## src/hdl/ptwvr_pkg.sv

```systemverilog
// Package for the peer table worst-value replacement unit.
// Holds the sizes, codes, payload structs and controller types shared by all modules.
// Depends on nothing.
package ptwvr_pkg;

   localparam int TABLE_SLOTS = 8;
   localparam int SLOT_W = (TABLE_SLOTS > 1) ? $clog2(TABLE_SLOTS) : 1;
   localparam int CNT_W = $clog2(TABLE_SLOTS + 1);
   localparam int ID_W = 32;
   localparam int VAL_W = 32;
   localparam int MM_W = 4;
   localparam int CSR_IDX_W = 8;
   localparam int CSR_DATA_W = 32;

   localparam logic [VAL_W-1:0] COUNT_CEILING = '1;

   localparam logic [CSR_IDX_W-1:0] CSR_MAX_MEMBERS = CSR_IDX_W'(0);
   localparam logic [CSR_IDX_W-1:0] CSR_ELIG_TICKS = CSR_IDX_W'(1);

   localparam logic [MM_W-1:0] MAX_MEMBERS_RESET = MM_W'(8);
   localparam logic [VAL_W-1:0] ELIG_TICKS_RESET = VAL_W'(60);

   typedef enum logic [1:0] {
      OP_INSERT = 2'd0,
      OP_INC    = 2'd1,
      OP_REMOVE = 2'd2,
      OP_TICK   = 2'd3
   } opcode_type;

   typedef enum logic [2:0] {
      ST_EXISTS   = 3'd0,
      ST_INSERTED = 3'd1,
      ST_REPLACED = 3'd2,
      ST_FULL     = 3'd3,
      ST_DONE     = 3'd4
   } status_type;

   typedef struct packed {
      opcode_type opcode;
      logic [ID_W-1:0] peer_id;
   } req_type;

   typedef struct packed {
      status_type status;
      logic [ID_W-1:0] evicted_id;
      logic evicted_valid;
      logic table_full;
   } rsp_type;

   typedef enum logic [1:0] {
      CS_IDLE,
      CS_SCAN,
      CS_DRAIN,
      CS_COMMIT
   } ctrl_state_type;

   typedef struct packed {
      logic load;
      logic rd_en;
      logic [SLOT_W-1:0] rd_addr;
      logic commit;
   } cmd_type;

endpackage

```

## src/hdl/ptwvr_controller.sv

```systemverilog
// Controller state machine of the peer table unit.
// Sequences the slot scan and the commit step; uses ptwvr_pkg.
module ptwvr_controller
   import ptwvr_pkg::*;
(
   input  logic    clock,
   input  logic    reset,
   input  logic    start,
   output logic    busy,
   output cmd_type cmd
);

   ctrl_state_type state_ff, state_in;
   logic [SLOT_W-1:0] addr_ff, addr_in;
   logic last_slot;

   assign last_slot = (addr_ff == SLOT_W'(TABLE_SLOTS - 1));

   always_comb begin
      state_in = state_ff;
      addr_in = addr_ff;
      case (state_ff)
         CS_IDLE: begin
            addr_in = '0;
            if (start) begin
               state_in = CS_SCAN;
            end
         end
         CS_SCAN: begin
            if (last_slot) begin
               state_in = CS_DRAIN;
            end else begin
               addr_in = addr_ff + SLOT_W'(1);
            end
         end
         CS_DRAIN: begin
            state_in = CS_COMMIT;
         end
         CS_COMMIT: begin
            state_in = CS_IDLE;
         end
         default: begin
            state_in = CS_IDLE;
         end
      endcase
   end

   always_comb begin
      busy = 1'b1;
      cmd = '0;
      cmd.rd_addr = addr_ff;
      case (state_ff)
         CS_IDLE: begin
            busy = 1'b0;
            cmd.load = start;
         end
         CS_SCAN: begin
            cmd.rd_en = 1'b1;
         end
         CS_DRAIN: begin
         end
         CS_COMMIT: begin
            cmd.commit = 1'b1;
         end
         default: begin
         end
      endcase
   end

   always_ff @(posedge clock) begin
      if (reset) begin
         state_ff <= CS_IDLE;
         addr_ff <= '0;
      end else begin
         state_ff <= state_in;
         addr_ff <= addr_in;
      end
   end

endmodule

```

## src/hdl/ptwvr_datapath.sv

```systemverilog
// Datapath of the peer table unit: configuration registers, slot memories,
// scan accumulators and the commit logic; uses ptwvr_pkg.
module ptwvr_datapath
   import ptwvr_pkg::*;
(
   input  logic                  clock,
   input  logic                  reset,
   input  req_type               req,
   input  cmd_type               cmd,
   input  logic                  csr_we,
   input  logic [CSR_IDX_W-1:0]  csr_index,
   input  logic [CSR_DATA_W-1:0] csr_data,
   output rsp_type               rsp,
   output logic                  rsp_valid
);

   logic [MM_W-1:0] max_members_ff;
   logic [VAL_W-1:0] elig_ticks_ff;
   logic [VAL_W-1:0] countdown_ff;

   logic [ID_W-1:0] peer_mem [TABLE_SLOTS];
   logic [VAL_W-1:0] cnt_mem [TABLE_SLOTS];
   logic [TABLE_SLOTS-1:0] used_ff, used_in;
   logic [TABLE_SLOTS-1:0] cv_ff, cv_in;

   req_type req_ff;
   logic rd_valid_ff;
   logic [SLOT_W-1:0] rd_idx_ff;
   logic [ID_W-1:0] peer_rd_ff;
   logic [VAL_W-1:0] cnt_rd_ff;

   logic [CNT_W-1:0] members_ff;
   logic found_ff;
   logic [SLOT_W-1:0] match_idx_ff;
   logic [VAL_W-1:0] match_cnt_ff;
   logic free_found_ff;
   logic [SLOT_W-1:0] free_idx_ff;
   logic worst_found_ff;
   logic [SLOT_W-1:0] worst_idx_ff;
   logic [ID_W-1:0] worst_peer_ff;
   logic [VAL_W-1:0] best_ff;

   rsp_type rsp_ff, rsp_in;
   logic rsp_valid_ff;

   logic [VAL_W-1:0] cnt_eff;
   logic slot_hit;
   logic [CNT_W-1:0] limit;
   logic full_before;
   logic [CNT_W-1:0] new_members;
   logic place_en, clr_en, inc_en, clear_all, tick_en;
   logic [SLOT_W-1:0] place_idx, clr_idx;

   // The count memory holds stale data for slots whose valid bit is clear.
   assign cnt_eff = cv_ff[rd_idx_ff] ? cnt_rd_ff : '0;
   assign slot_hit = used_ff[rd_idx_ff] && (peer_rd_ff == req_ff.peer_id);

   always_comb begin
      if (max_members_ff == '0) begin
         limit = CNT_W'(1);
      end else if (32'(max_members_ff) > 32'(TABLE_SLOTS)) begin
         limit = CNT_W'(TABLE_SLOTS);
      end else begin
         limit = CNT_W'(max_members_ff);
      end
   end

   assign full_before = (members_ff >= limit);

   always_comb begin
      place_en = 1'b0;
      place_idx = free_idx_ff;
      clr_en = 1'b0;
      clr_idx = match_idx_ff;
      inc_en = 1'b0;
      clear_all = 1'b0;
      tick_en = 1'b0;
      new_members = members_ff;
      rsp_in.status = ST_DONE;
      rsp_in.evicted_id = '0;
      rsp_in.evicted_valid = 1'b0;
      case (req_ff.opcode)
         OP_INSERT: begin
            if (found_ff) begin
               rsp_in.status = ST_EXISTS;
            end else if (!full_before) begin
               place_en = 1'b1;
               new_members = members_ff + CNT_W'(1);
               clear_all = (new_members >= limit);
               rsp_in.status = ST_INSERTED;
            end else if (countdown_ff != '0) begin
               rsp_in.status = ST_FULL;
            end else begin
               clr_en = 1'b1;
               clr_idx = worst_idx_ff;
               place_en = 1'b1;
               if (!(free_found_ff && (free_idx_ff < worst_idx_ff))) begin
                  place_idx = worst_idx_ff;
               end
               clear_all = 1'b1;
               rsp_in.evicted_id = worst_peer_ff;
               rsp_in.evicted_valid = 1'b1;
               rsp_in.status = ST_REPLACED;
            end
         end
         OP_INC: begin
            inc_en = full_before && found_ff && (match_cnt_ff != COUNT_CEILING);
         end
         OP_REMOVE: begin
            if (found_ff) begin
               clr_en = 1'b1;
               new_members = members_ff - CNT_W'(1);
               rsp_in.evicted_id = req_ff.peer_id;
               rsp_in.evicted_valid = 1'b1;
            end
         end
         OP_TICK: begin
            tick_en = 1'b1;
         end
         default: begin
         end
      endcase
      rsp_in.table_full = (new_members >= limit);
   end

   always_comb begin
      used_in = used_ff;
      cv_in = cv_ff;
      if (clr_en) begin
         used_in[clr_idx] = 1'b0;
         cv_in[clr_idx] = 1'b0;
      end
      if (place_en) begin
         used_in[place_idx] = 1'b1;
         cv_in[place_idx] = 1'b0;
      end
      if (inc_en) begin
         cv_in[match_idx_ff] = 1'b1;
      end
      if (clear_all) begin
         cv_in = '0;
      end
   end

   always_ff @(posedge clock) begin
      if (cmd.rd_en) begin
         peer_rd_ff <= peer_mem[cmd.rd_addr];
         cnt_rd_ff <= cnt_mem[cmd.rd_addr];
      end
      if (cmd.commit && place_en) begin
         peer_mem[place_idx] <= req_ff.peer_id;
      end
      if (cmd.commit && inc_en) begin
         cnt_mem[match_idx_ff] <= match_cnt_ff + VAL_W'(1);
      end
   end

   always_ff @(posedge clock) begin
      rd_idx_ff <= cmd.rd_addr;
      if (cmd.load) begin
         req_ff <= req;
         found_ff <= 1'b0;
         free_found_ff <= 1'b0;
         worst_found_ff <= 1'b0;
         best_ff <= COUNT_CEILING;
         members_ff <= '0;
      end else if (rd_valid_ff) begin
         if (used_ff[rd_idx_ff]) begin
            members_ff <= members_ff + CNT_W'(1);
            if (!found_ff && slot_hit) begin
               found_ff <= 1'b1;
               match_idx_ff <= rd_idx_ff;
               match_cnt_ff <= cnt_eff;
            end
            if (cnt_eff <= best_ff) begin
               best_ff <= cnt_eff;
               worst_found_ff <= 1'b1;
               worst_idx_ff <= rd_idx_ff;
               worst_peer_ff <= peer_rd_ff;
            end
         end else if (!free_found_ff) begin
            free_found_ff <= 1'b1;
            free_idx_ff <= rd_idx_ff;
         end
      end
      if (cmd.commit) begin
         rsp_ff <= rsp_in;
      end
   end

   always_ff @(posedge clock) begin
      if (reset) begin
         max_members_ff <= MAX_MEMBERS_RESET;
         elig_ticks_ff <= ELIG_TICKS_RESET;
         countdown_ff <= '0;
         used_ff <= '0;
         cv_ff <= '0;
         rd_valid_ff <= 1'b0;
         rsp_valid_ff <= 1'b0;
      end else begin
         rd_valid_ff <= cmd.rd_en;
         rsp_valid_ff <= cmd.commit;
         if (csr_we && (csr_index == CSR_MAX_MEMBERS)) begin
            max_members_ff <= csr_data[MM_W-1:0];
         end
         if (csr_we && (csr_index == CSR_ELIG_TICKS)) begin
            elig_ticks_ff <= csr_data[VAL_W-1:0];
         end
         if (cmd.commit) begin
            used_ff <= used_in;
            cv_ff <= cv_in;
            if (clear_all) begin
               countdown_ff <= elig_ticks_ff;
            end else if (tick_en && (countdown_ff != '0)) begin
               countdown_ff <= countdown_ff - VAL_W'(1);
            end
         end
      end
   end

   assign rsp = rsp_ff;
   assign rsp_valid = rsp_valid_ff;

`ifndef SYNTHESIS
   assert property (@(posedge clock) disable iff (reset) cmd.commit |=> rsp_valid_ff)
      else $error("Result strobe did not follow the commit step.");
   assert property (@(posedge clock) disable iff (reset)
      (cmd.commit && (members_ff > CNT_W'(TABLE_SLOTS))) |-> 1'b0)
      else $error("Scan counted more members than the table has slots.");
   assert property (@(posedge clock) disable iff (reset)
      (cmd.commit && (req_ff.opcode == OP_INSERT) && !found_ff && !full_before)
      |-> free_found_ff)
      else $error("Insert into a table that is not full found no free slot.");
   assert property (@(posedge clock) disable iff (reset)
      (cmd.commit && (req_ff.opcode == OP_INSERT) && !found_ff && full_before
       && (countdown_ff == '0)) |-> worst_found_ff)
      else $error("Replacement found no member to evict.");
`endif

endmodule

```

## src/hdl/peer_table_worst_value_replacement_unit.sv

```systemverilog
// Top level of the peer table worst-value replacement unit.
// Instantiates ptwvr_controller and ptwvr_datapath; uses ptwvr_pkg.
//
// Every transaction scans all TABLE_SLOTS slots one per cycle through the single read
// port of the peer and counter memories, then drains the last read in CS_DRAIN and
// commits in CS_COMMIT. The result strobe is registered from the commit step, and busy
// is low in that strobe cycle, so the next transaction can be accepted at the edge that
// ends it. Each result appears for exactly one cycle on rsp_strobe and cannot be stalled.
// There is no clearing pass after reset, and configuration writes are always taken at
// once; they should only be made while no transaction is in flight.
module peer_table_worst_value_replacement_unit
   import ptwvr_pkg::*;
(
   input  logic                  clock,
   input  logic                  reset,
   input  logic                  start,
   output logic                  busy,
   input  req_type               req_data,
   output logic                  rsp_strobe,
   output rsp_type               rsp_data,
   input  logic                  csr_valid,
   output logic                  csr_ready,
   input  logic [CSR_IDX_W-1:0]  csr_index,
   input  logic [CSR_DATA_W-1:0] csr_data
);

   cmd_type cmd;

   assign csr_ready = 1'b1;

   ptwvr_controller u_controller (
      .clock (clock),
      .reset (reset),
      .start (start),
      .busy  (busy),
      .cmd   (cmd)
   );

   ptwvr_datapath u_datapath (
      .clock     (clock),
      .reset     (reset),
      .req       (req_data),
      .cmd       (cmd),
      .csr_we    (csr_valid && csr_ready),
      .csr_index (csr_index),
      .csr_data  (csr_data),
      .rsp       (rsp_data),
      .rsp_valid (rsp_strobe)
   );

endmodule

```

## config.mk

```make
export PLATFORM = sky130hd
export DESIGN_NAME = peer_table_worst_value_replacement_unit
export DESIGN_NICKNAME = d
export VERILOG_FILES = /design/src/hdl/ptwvr_pkg.sv /design/src/hdl/ptwvr_controller.sv /design/src/hdl/ptwvr_datapath.sv /design/src/hdl/peer_table_worst_value_replacement_unit.sv
export SDC_FILE = /design/constraint.sdc
export NUM_CORES = 1
export LEC_CHECK = 0
export ABC_AREA = 1
export BUFFER_PORTS_ARGS = -buffer_cell sky130_fd_sc_hd__buf_2
export CAP_MARGIN = 5
export CELL_PAD_IN_SITES_DETAIL_PLACEMENT = 1
export CELL_PAD_IN_SITES_GLOBAL_PLACEMENT = 2
export CORE_ASPECT_RATIO = 0.5
export CORE_UTILIZATION = 40
export DETAILED_ROUTE_END_ITERATION = 10
export GPL_ROUTABILITY_DRIVEN = 1
export PLACE_DENSITY = 0.82
export SLEW_MARGIN = 20
export SYNTH_ARGS = -nofsm -noshare
export SYNTH_HDL_FRONTEND = slang
export SYNTH_SLANG_ARGS = --single-unit
```

## constraint.sdc

```tcl
create_clock -name clock -period 6 [get_ports clock]
set_input_delay 0.6 -clock clock [delete_from_list [all_inputs] [get_ports clock]]
set_output_delay 0.6 -clock clock [all_outputs]
set_load 0.05 [all_outputs]
```

==> results of run 1 <==
==> state kept, by name (all words and copies together) (netlist names), 32 cells and up <==
signal                    cells
u_datapath.cnt_mem          256
u_datapath.peer_mem         256
u_datapath.rsp               37
u_datapath.req_ff            34
u_datapath.best_ff           32
u_datapath.cnt_rd_ff         32
u_datapath.countdown_ff      32
u_datapath.elig_ticks_ff     32
u_datapath.match_cnt_ff      32
u_datapath.peer_rd_ff        32
u_datapath.worst_peer_ff     32
==> cell families (layout without fill, tap and decap cells) <==
| logic type | Yosys count | after routing | share of synthesized area |
|---|---|---|---|
| flops | 852 | 852 | 0.6859 |
| simple gates | 1170 | 1170 | 0.1359 |
| compound gates | 652 | 652 | 0.1017 |
| mux | 2 | 2 | 0.0005660 |
| xor+xnor | 63 | 63 | 0.01560 |
| other cells | 1 | 1 | 0.0001060 |
| fa+ha+maj | 56 | 56 | 0.01981 |
| buf+inv | 363 | 504 | 0.04039 |
==> layout make-up <==
| type | instances | area, um2 | share of cell area |
|---|---|---|---|
| clock buffer | 102 | 2147 | 0.05399 |
| inverter | 206 | 785.8 | 0.01976 |
| multi-input combinational | 1944 | 9771 | 0.2457 |
| tap | 1170 | 1464 | 0.03681 |
| clock inverter | 41 | 429.2 | 0.01079 |
| sequential | 852 | 24270 | 0.6103 |
| timing repair buffer | 155 | 898.4 | 0.02259 |
==> layer usage <==
metal | vias to the layer above | global-route usage | part of all wire
met1 | 12180 | 0.2953 | 0.46
met5 | - | 0 | 0
met2 | 435 | 0.3624 | 0.48
met3 | 132 | 0.03090 | 0.039
met4 | 0 | 0.05860 | 0.021
li1 | 11240 | - | -
==> report_power, final <==
group / internal [mW] / switching (mW) / total [mW] / leakage (nW)
clock: 2.88 / 2.28 / 5.16 / 1.26
sequential: 6.86 / 0.349 / 7.21 / 7.59
combinational: 0.536 / 1.49 / 2.03 / 5.81
==> worst max-delay path by stage <==
stage                                         startpoint                                     end  slack (ns)
2_1_floorplan      u_controller.state_ff[0]$_SDFFE_PP0P_      u_datapath.cnt_mem[6][0]$_DFFE_PP_        1.36
3_3_place_gp   u_datapath.max_members_ff[0]$_SDFFE_PP0P_    u_datapath.peer_mem[1][12]$_DFFE_PP_        1.83
3_5_place_dp   u_datapath.max_members_ff[3]$_SDFFE_PP1P_    u_datapath.peer_mem[1][12]$_DFFE_PP_        1.76
4_1_cts        u_datapath.max_members_ff[3]$_SDFFE_PP1P_    u_datapath.peer_mem[1][24]$_DFFE_PP_        1.70
5_1_grt                  u_datapath.rd_idx_ff[0]$_DFF_P_  u_datapath.worst_peer_ff[19]$_DFFE_PP_        1.45
6_report       u_datapath.max_members_ff[3]$_SDFFE_PP1P_    u_datapath.peer_mem[1][26]$_DFFE_PP_        1.76
==> stage by stage <==
step	hold WS, ns	setup slack, ns	util	power, mW	cells
3_5_place_dp	0.4148	1.762	0.4284	9.379	4327
4_1_cts	0.07005	1.704	0.4580	14.53	4470
3_3_place_gp	0.4100	1.826	0.4284	9.293	4327
6_report	0.1086	1.756	0.4580	14.40	4470
5_1_grt	0.07365	1.448	0.4580	14.96	4470
2_1_floorplan	0.3540	1.359	-	8.549	3159
==> cell usage after synthesis, drive strengths merged, types with 3 or more instances <==
| cell type | number | area share |
|---|---|---|
| o21ai | 383 | 0.054 |
| a21oi | 91 | 0.013 |
| a221oi | 4 | 0.00099 |
| a211oi | 3 | 0.00064 |
| nand3b | 3 | 0.00064 |
| nor3b | 3 | 0.00064 |
| ha | 56 | 0.020 |
| buf | 51 | 0.0072 |
| xor2 | 39 | 0.0097 |
| o211ai | 15 | 0.0032 |
| a31oi | 65 | 0.011 |
| a32o | 8 | 0.0023 |
| nand2 | 287 | 0.031 |
| xnor2 | 24 | 0.0059 |
| o21bai | 3 | 0.00064 |
| inv | 205 | 0.022 |
| dfxtp | 132 | 0.075 |
| o2111ai | 3 | 0.00074 |
| nor2 | 685 | 0.074 |
| clkbuf | 106 | 0.011 |
| or2 | 4 | 0.00071 |
| o22ai | 69 | 0.012 |
| nor4 | 10 | 0.0018 |
| nor3 | 17 | 0.0029 |
| edfxtp | 720 | 0.61 |
| nand3 | 142 | 0.020 |
| nand4 | 18 | 0.0038 |
==> impl_metrics.ini, run 1 <==
[critical_path]
cp_max_fo = 42
timing.rr.end = u_datapath.peer_mem[1][26]$_DFFE_PP_
timing.critical_path.max_delay_family = buffers and inverters
critPathRequiredTime_ns = 6.40
critPathMaxStageDelay_ns = 0.81
regToRegStartpoint = u_datapath.max_members_ff[3]$_SDFFE_PP1P_
r2r_setup_slack_ns = 1.76
slowest_stage = clkinv_1
total_stage_count_of_the_critical_path = 17
crit_chain = inv_1, o21ai_0, ha_1, nand2_1, nand2_1, nand2_1, nand3_1, nand2_1, inv_2, buf_4, nand4_1, nand2_1, nand2_1, inv_2, nand3_1, clkinv_1, buf_4
worst_setup_path_end_kind = flip-flop
cp_data_arrival_time_ns = 4.64
buffers_and_inverters_on_the_worst_path = 6
timing.critical_path.from_type = flip-flop
critPathMostFrequentCell = nand2_1
timing_worst_setup_path_type = flip-flop to flip-flop
reg2reg_depth = 17

[die]
die_x_um = 422.6
design.core.area_mm2 = 0.08682
std_cell_rows = 76
die_area_mm2 = 0.08970
die_height_um = 212.3
initial_core_util = 0.4074
num_io_pins = 118

[yosys]
postSynthAreaPerCell_um2 = 11.20
number_of_register_bits_inferred_by_synthesis = 852
synthesized_nets = 3293
synth_top_flop_cell = edfxtp_1
post_synth_inst_count = 3159
synth_edf_count = 720
synth.yosys.warnings = 0
syn-cell-area_mm2 = 0.03537
sequential_fraction_of_the_synthesis_area = 0.6859
synthDistinctLibCells = 55
synthArstFlopShare = 0

[cts]
clk_root_buffer_cell = clkbuf_16
tritoncts_clock_tree = done
cts.reportedPaths.clkPinSlew_ns = 0.07
clk-insertion-delay-late_ns = 0.66
max_buffers_root_to_sink = 3
clock_sinks = 852
cts_resized = 0
cts_inserted_buffers = 78
cts_setup_buffers = 0
cts_stage_hold_buffer_count = 0
number_of_h_tree_branching_levels = 3

[placement]
finalWeightedCongestion = 0.8401
detailed_place_hpwl_um = 58350
placement.cell_area_mm2 = 0.03719
port-buffer-count = 116

[worst_hold_path]
hold_path_startpoint = req_data[10]
worstHoldEndpoint = u_datapath.req_ff[10]$_DFFE_PP_
timing.hold.worst.class = input port to flip-flop
hold-path-cell-count = 1

[routing]
drt_iter0_markers = 1572
drtAntennaViolNets = 0
drcViolationCount = 0
route.final.wire_length_um = 96600
dr.pass1.iters = 7
wl_per_cell_um = 21.61
num_vias = 23980
drt-vias-per-instance = 5.366

[sta]
grt_setup_unrepaired = false
finalSetupTns_ns = 0
drv_slew = 0
min_period_ns = 4.244
setup_violations = 0
final_hold_viol_count = 0
max_freq_mhz = 235.6
timing.slew.headroom = 0.3158
timing_worst_slew_pin_value_ns = 1.020
worst_clock_skew_ns = 0.02846
finalCritPeriodShare = 0.7074

[grt]
grt-ovfl-total = 0
grt_max_degree = 154
grt_antenna_before_repair = 0
grt_pass1_vias = 24810
gr-usage-all-layers = 0.2163
grt_first_pass_wirelength_um = 148400

[cells_and_area]
most-common-layout-cells = 720 x edfxtp_1, 661 x nor2_1, 380 x o21ai_0
final_std_cell_area_no_fill_mm2 = 0.03977
drive_above_1_share = 0.1012
num_antenna_cells = 0
layout_commonest_cell = edfxtp_1
number_of_filler_instances_in_the_final_layout = 9290
syn2layout_area_growth_pct = 12.42
fin_nets = 3371

[flow_run]
cap_violations = 0

[power_and_ir_drop]
max-vdd-ir-drop_v = 0.0002015
power_density_mw_per_mm2 = 362.1
static-leakage-power_nw = 14.66

[outcome]
outcome = completed
No activity file was read; power rests on OpenSTA's default activity.
==> run 2: changes to the inputs <==
- ABC_AREA: 1 -> 0
- PLACE_DENSITY: 0.82 -> 0.78
- clock period: 6 -> 3.7 ns (I/O delays scaled with it)
==> run 2 against run 1 <==
Compared with the run above:
- the flow now finishes with violations (negative setup slack)
- clock-buffer cell count decreased by 3
- final area increased by 2.9%
- power increased by 58%
- worst setup slack got worse by 2.0 ns
- largest power group unchanged
==> impl_metrics.ini, run 2 <==
[yosys]
yosys-top-cells-area = edfxtp_1 63%, mux4_2 8.6%, dfxtp_1 7.7%, mux2_2 2.3%, ha_1 2.0%
synthesized_nets = 2251
synth_area_leader_cell = edfxtp_1
synth_top_area_share = 0.6263
synth_edf_count = 720
postSynthAreaPerCell_um2 = 16.31
sequential_fraction_of_the_synthesis_area = 0.7029
synthArstFlopShare = 0
synth_top_flop_cell = edfxtp_1
post_synth_inst_count = 2117
number_of_register_bits_inferred_by_synthesis = 852
syn-cell-area_mm2 = 0.03452
synthDistinctLibCells = 75
yosys.cell_count.top_type = edfxtp_1
yosys-top-cells-count = 720 x edfxtp_1, 134 x nand2_1, 132 x dfxtp_1, 132 x mux4_2, 85 x a21oi_1
synth.yosys.warnings = 0

[critical_path]
worst_setup_path_end_kind = flip-flop
cp_data_arrival_time_ns = 4.27
cp_max_fo = 8
regToRegStartpoint = u_datapath.rd_idx_ff[0]$_DFF_P_
setup.worst_path.end = u_datapath.worst_idx_ff[0]$_DFFE_PP_
timing.critical_path.from_type = flip-flop
timing.rr.end = u_datapath.worst_idx_ff[0]$_DFFE_PP_
critPathRequiredTime_ns = 4.05
reg2reg_depth = 12
crit_path_start = u_datapath.rd_idx_ff[0]$_DFF_P_
timing_worst_setup_path_type = flip-flop to flip-flop
r2r_setup_slack_ns = -0.22

[power_and_ir_drop]
share_comb_of_total_power = 0.122
max-vdd-ir-drop_v = 0.0004152
share_seq_of_total_power = 0.518
netSwitchingFraction = 0.2513
static-leakage-power_nw = 14.21
p_sw_mw = 5.703
p_int_mw = 16.99
power_density_mw_per_mm2 = 554.7
clock_power_frac = 0.360

[grt]
grt_first_pass_wirelength_um = 129900
top_usage_layer = met2
grt_max_degree = 75
grtUsageMet2 = 0.3294
grt_antenna_before_repair = 0
met1_track_utilization_from_global_routing = 0.2698
grt_pass1_vias = 20900
met3_usage_grt = 0.02901
gr-usage-all-layers = 0.1962
grt-ovfl-total = 0

[sta]
timing_worst_slew_pin_value_ns = 0.9081
min_period_ns = 3.922
worst_clock_skew_ns = 0.01588
drv_slew = 0
timing.hold.ws_ns = 0.04493
worst_slack_ns = -0.2222
max_freq_mhz = 255.0
final_hold_viol_count = 0
setup_violations = 67
timing.slew.headroom = 0.3890
grt_setup_unrepaired = true
finalCritPeriodShare = 1.060

[cts]
cts.reportedPaths.clkPinSlew_ns = 0.07
number_of_h_tree_branching_levels = 3
clk_root_buffer_cell = clkbuf_16
clk-insertion-delay-late_ns = 0.63
tritoncts_clock_tree = done
cts_inserted_buffers = 77
clock_sinks = 852
max_buffers_root_to_sink = 3

[routing]
wl_per_cell_um = 23.81
dr.pass1.iters = 5
num_vias = 19550
route.final.wire_length_um = 85580
drtAntennaViolNets = 0
drcViolationCount = 0
drt-vias-per-instance = 5.438
drt_iter0_markers = 1642

[die]
std_cell_rows = 75
design.core.area_mm2 = 0.08464
num_io_pins = 118
die_x_um = 417.4
initial_core_util = 0.4078
die_area_mm2 = 0.08755
die_height_um = 209.7

[cells_and_area]
postLayoutCoreUtil = 0.4834
fin_nets = 2508
syn2layout_area_growth_pct = 18.54
most-common-layout-cells = 720 x edfxtp_1, 133 x nand2_1, 132 x mux4_2
layout_commonest_cell = edfxtp_1
drive_above_1_share = 0.2501

[flow_run]
cap_violations = 0

[worst_hold_path]
timing.hold.worst.class = input port to flip-flop
hold_path_startpoint = reset

[outcome]
failed_checks = negative setup slack
outcome = finished with violations

[placement]
port-buffer-count = 116
finalWeightedCongestion = 0.7777
detailed_place_hpwl_um = 50240
-- run 2: changes by cell type in the layout (fill, tap and decap cells not counted), moves of 105 or more --
cell / change
nand2_1: -149
o21ai_0: -344
inv_1: -112
mux4_2: +132
nor2_1: -597
nand3_1: -105
-- run 2: final cells by class --
| class | count | area (um2) |
|---|---|---|
| clock buffers | 99 | 2135 |
| multi-input cells | 1090 | 9971 |
| diodes | 1 | 2.502 |
| repair buffers | 275 | 2381 |
| fillers | 8094 | 43720 |
| clock inverters | 45 | 412.9 |
| well taps | 1155 | 1445 |
| inverters | 78 | 294.0 |
| flip-flops and latches | 852 | 24280 |
-- run 2: logic make-up after synthesis --
logic type / after synthesis / synth area share
simple gates: 425 / 0.06260
xor+xnor: 65 / 0.01649
flops: 852 / 0.7029
buf+inv: 176 / 0.02030
fa+ha+maj: 56 / 0.02030
mux: 213 / 0.1123
compound gates: 329 / 0.06506
other cells: 1 / 0.0001086
-- run 2: power by group through the flow --
stage	clock [mW]	sequential [mW]	combinational, mW
floorplan	0	11.8	1.86
global placement	0	11.9	2.71
detailed placement	0	11.9	2.76
CTS	8.32	11.7	2.83
global route	8.62	11.8	3.00
finish	8.17	11.8	2.78
-- run 2: repair_timing --
item / 4_1_cts / 5_1_grt
hold endpoints to repair: 66 / 0
hold buffers: 63 / 0
pin swaps: 4 / 8
setup buffers: 8 / 1
cloned: 4 / 2
gates resized for setup: 24 / 34
setup endpoints to repair: 67 / 72
-- run 2: worst min-delay path by stage --
stage / slack (ns) / endpoint / cells past startpoint
global placement: 0.44 / u_datapath.best_ff[17]$_SDFFE_PP1P_ / 1
floorplan: 0.37 / u_datapath.rd_idx_ff[2]$_DFF_P_ / 0
CTS: 0.01 / u_datapath.elig_ticks_ff[26]$_SDFFE_PP0P_ / 3
detailed placement: 0.45 / u_datapath.best_ff[5]$_SDFFE_PP1P_ / 1
finish: 0.04 / u_controller.addr_ff[0]$_SDFFE_PP0P_ / 2
global route: 0.03 / u_datapath.elig_ticks_ff[27]$_SDFFE_PP0P_ / 3
-- run 2: metal layers --
layer / up-vias / routed length (um)
met5: - / 0
met4: 0 / 1512
met3: 89 / 3619
met2: 451 / 42270
met1: 10240 / 38180
li1: 8771 / -
-- run 2: worst max-delay path, cell delays in order, from the launching register on --
cell,delay [ns]
dfxtp_4,0.37
mux4_2,0.59
mux2_4,0.39
and2_4,0.21
ha_4,0.26
and4_4,0.24
nand3_4,0.07
or4_4,0.42
or4_4,0.43
and2_4,0.17
nor2_4,0.10
buf_12,0.17
clkbuf_16,0.19
-- run 2: through the flow --
step	setup WS [ns]	std cells	TNS (ns)	power [mW]	cell area, um2
floorplan	-1.469	2117	-51.40	13.68	34690
global placement	-0.2029	3372	-11.88	14.62	37330
detailed placement	-0.2148	3372	-13.02	14.70	37340
CTS	-0.2150	3591	-11.34	22.90	40810
global route	-0.2731	3594	-14.21	23.42	40920
finish	-0.2222	3595	-9.512	22.70	40920
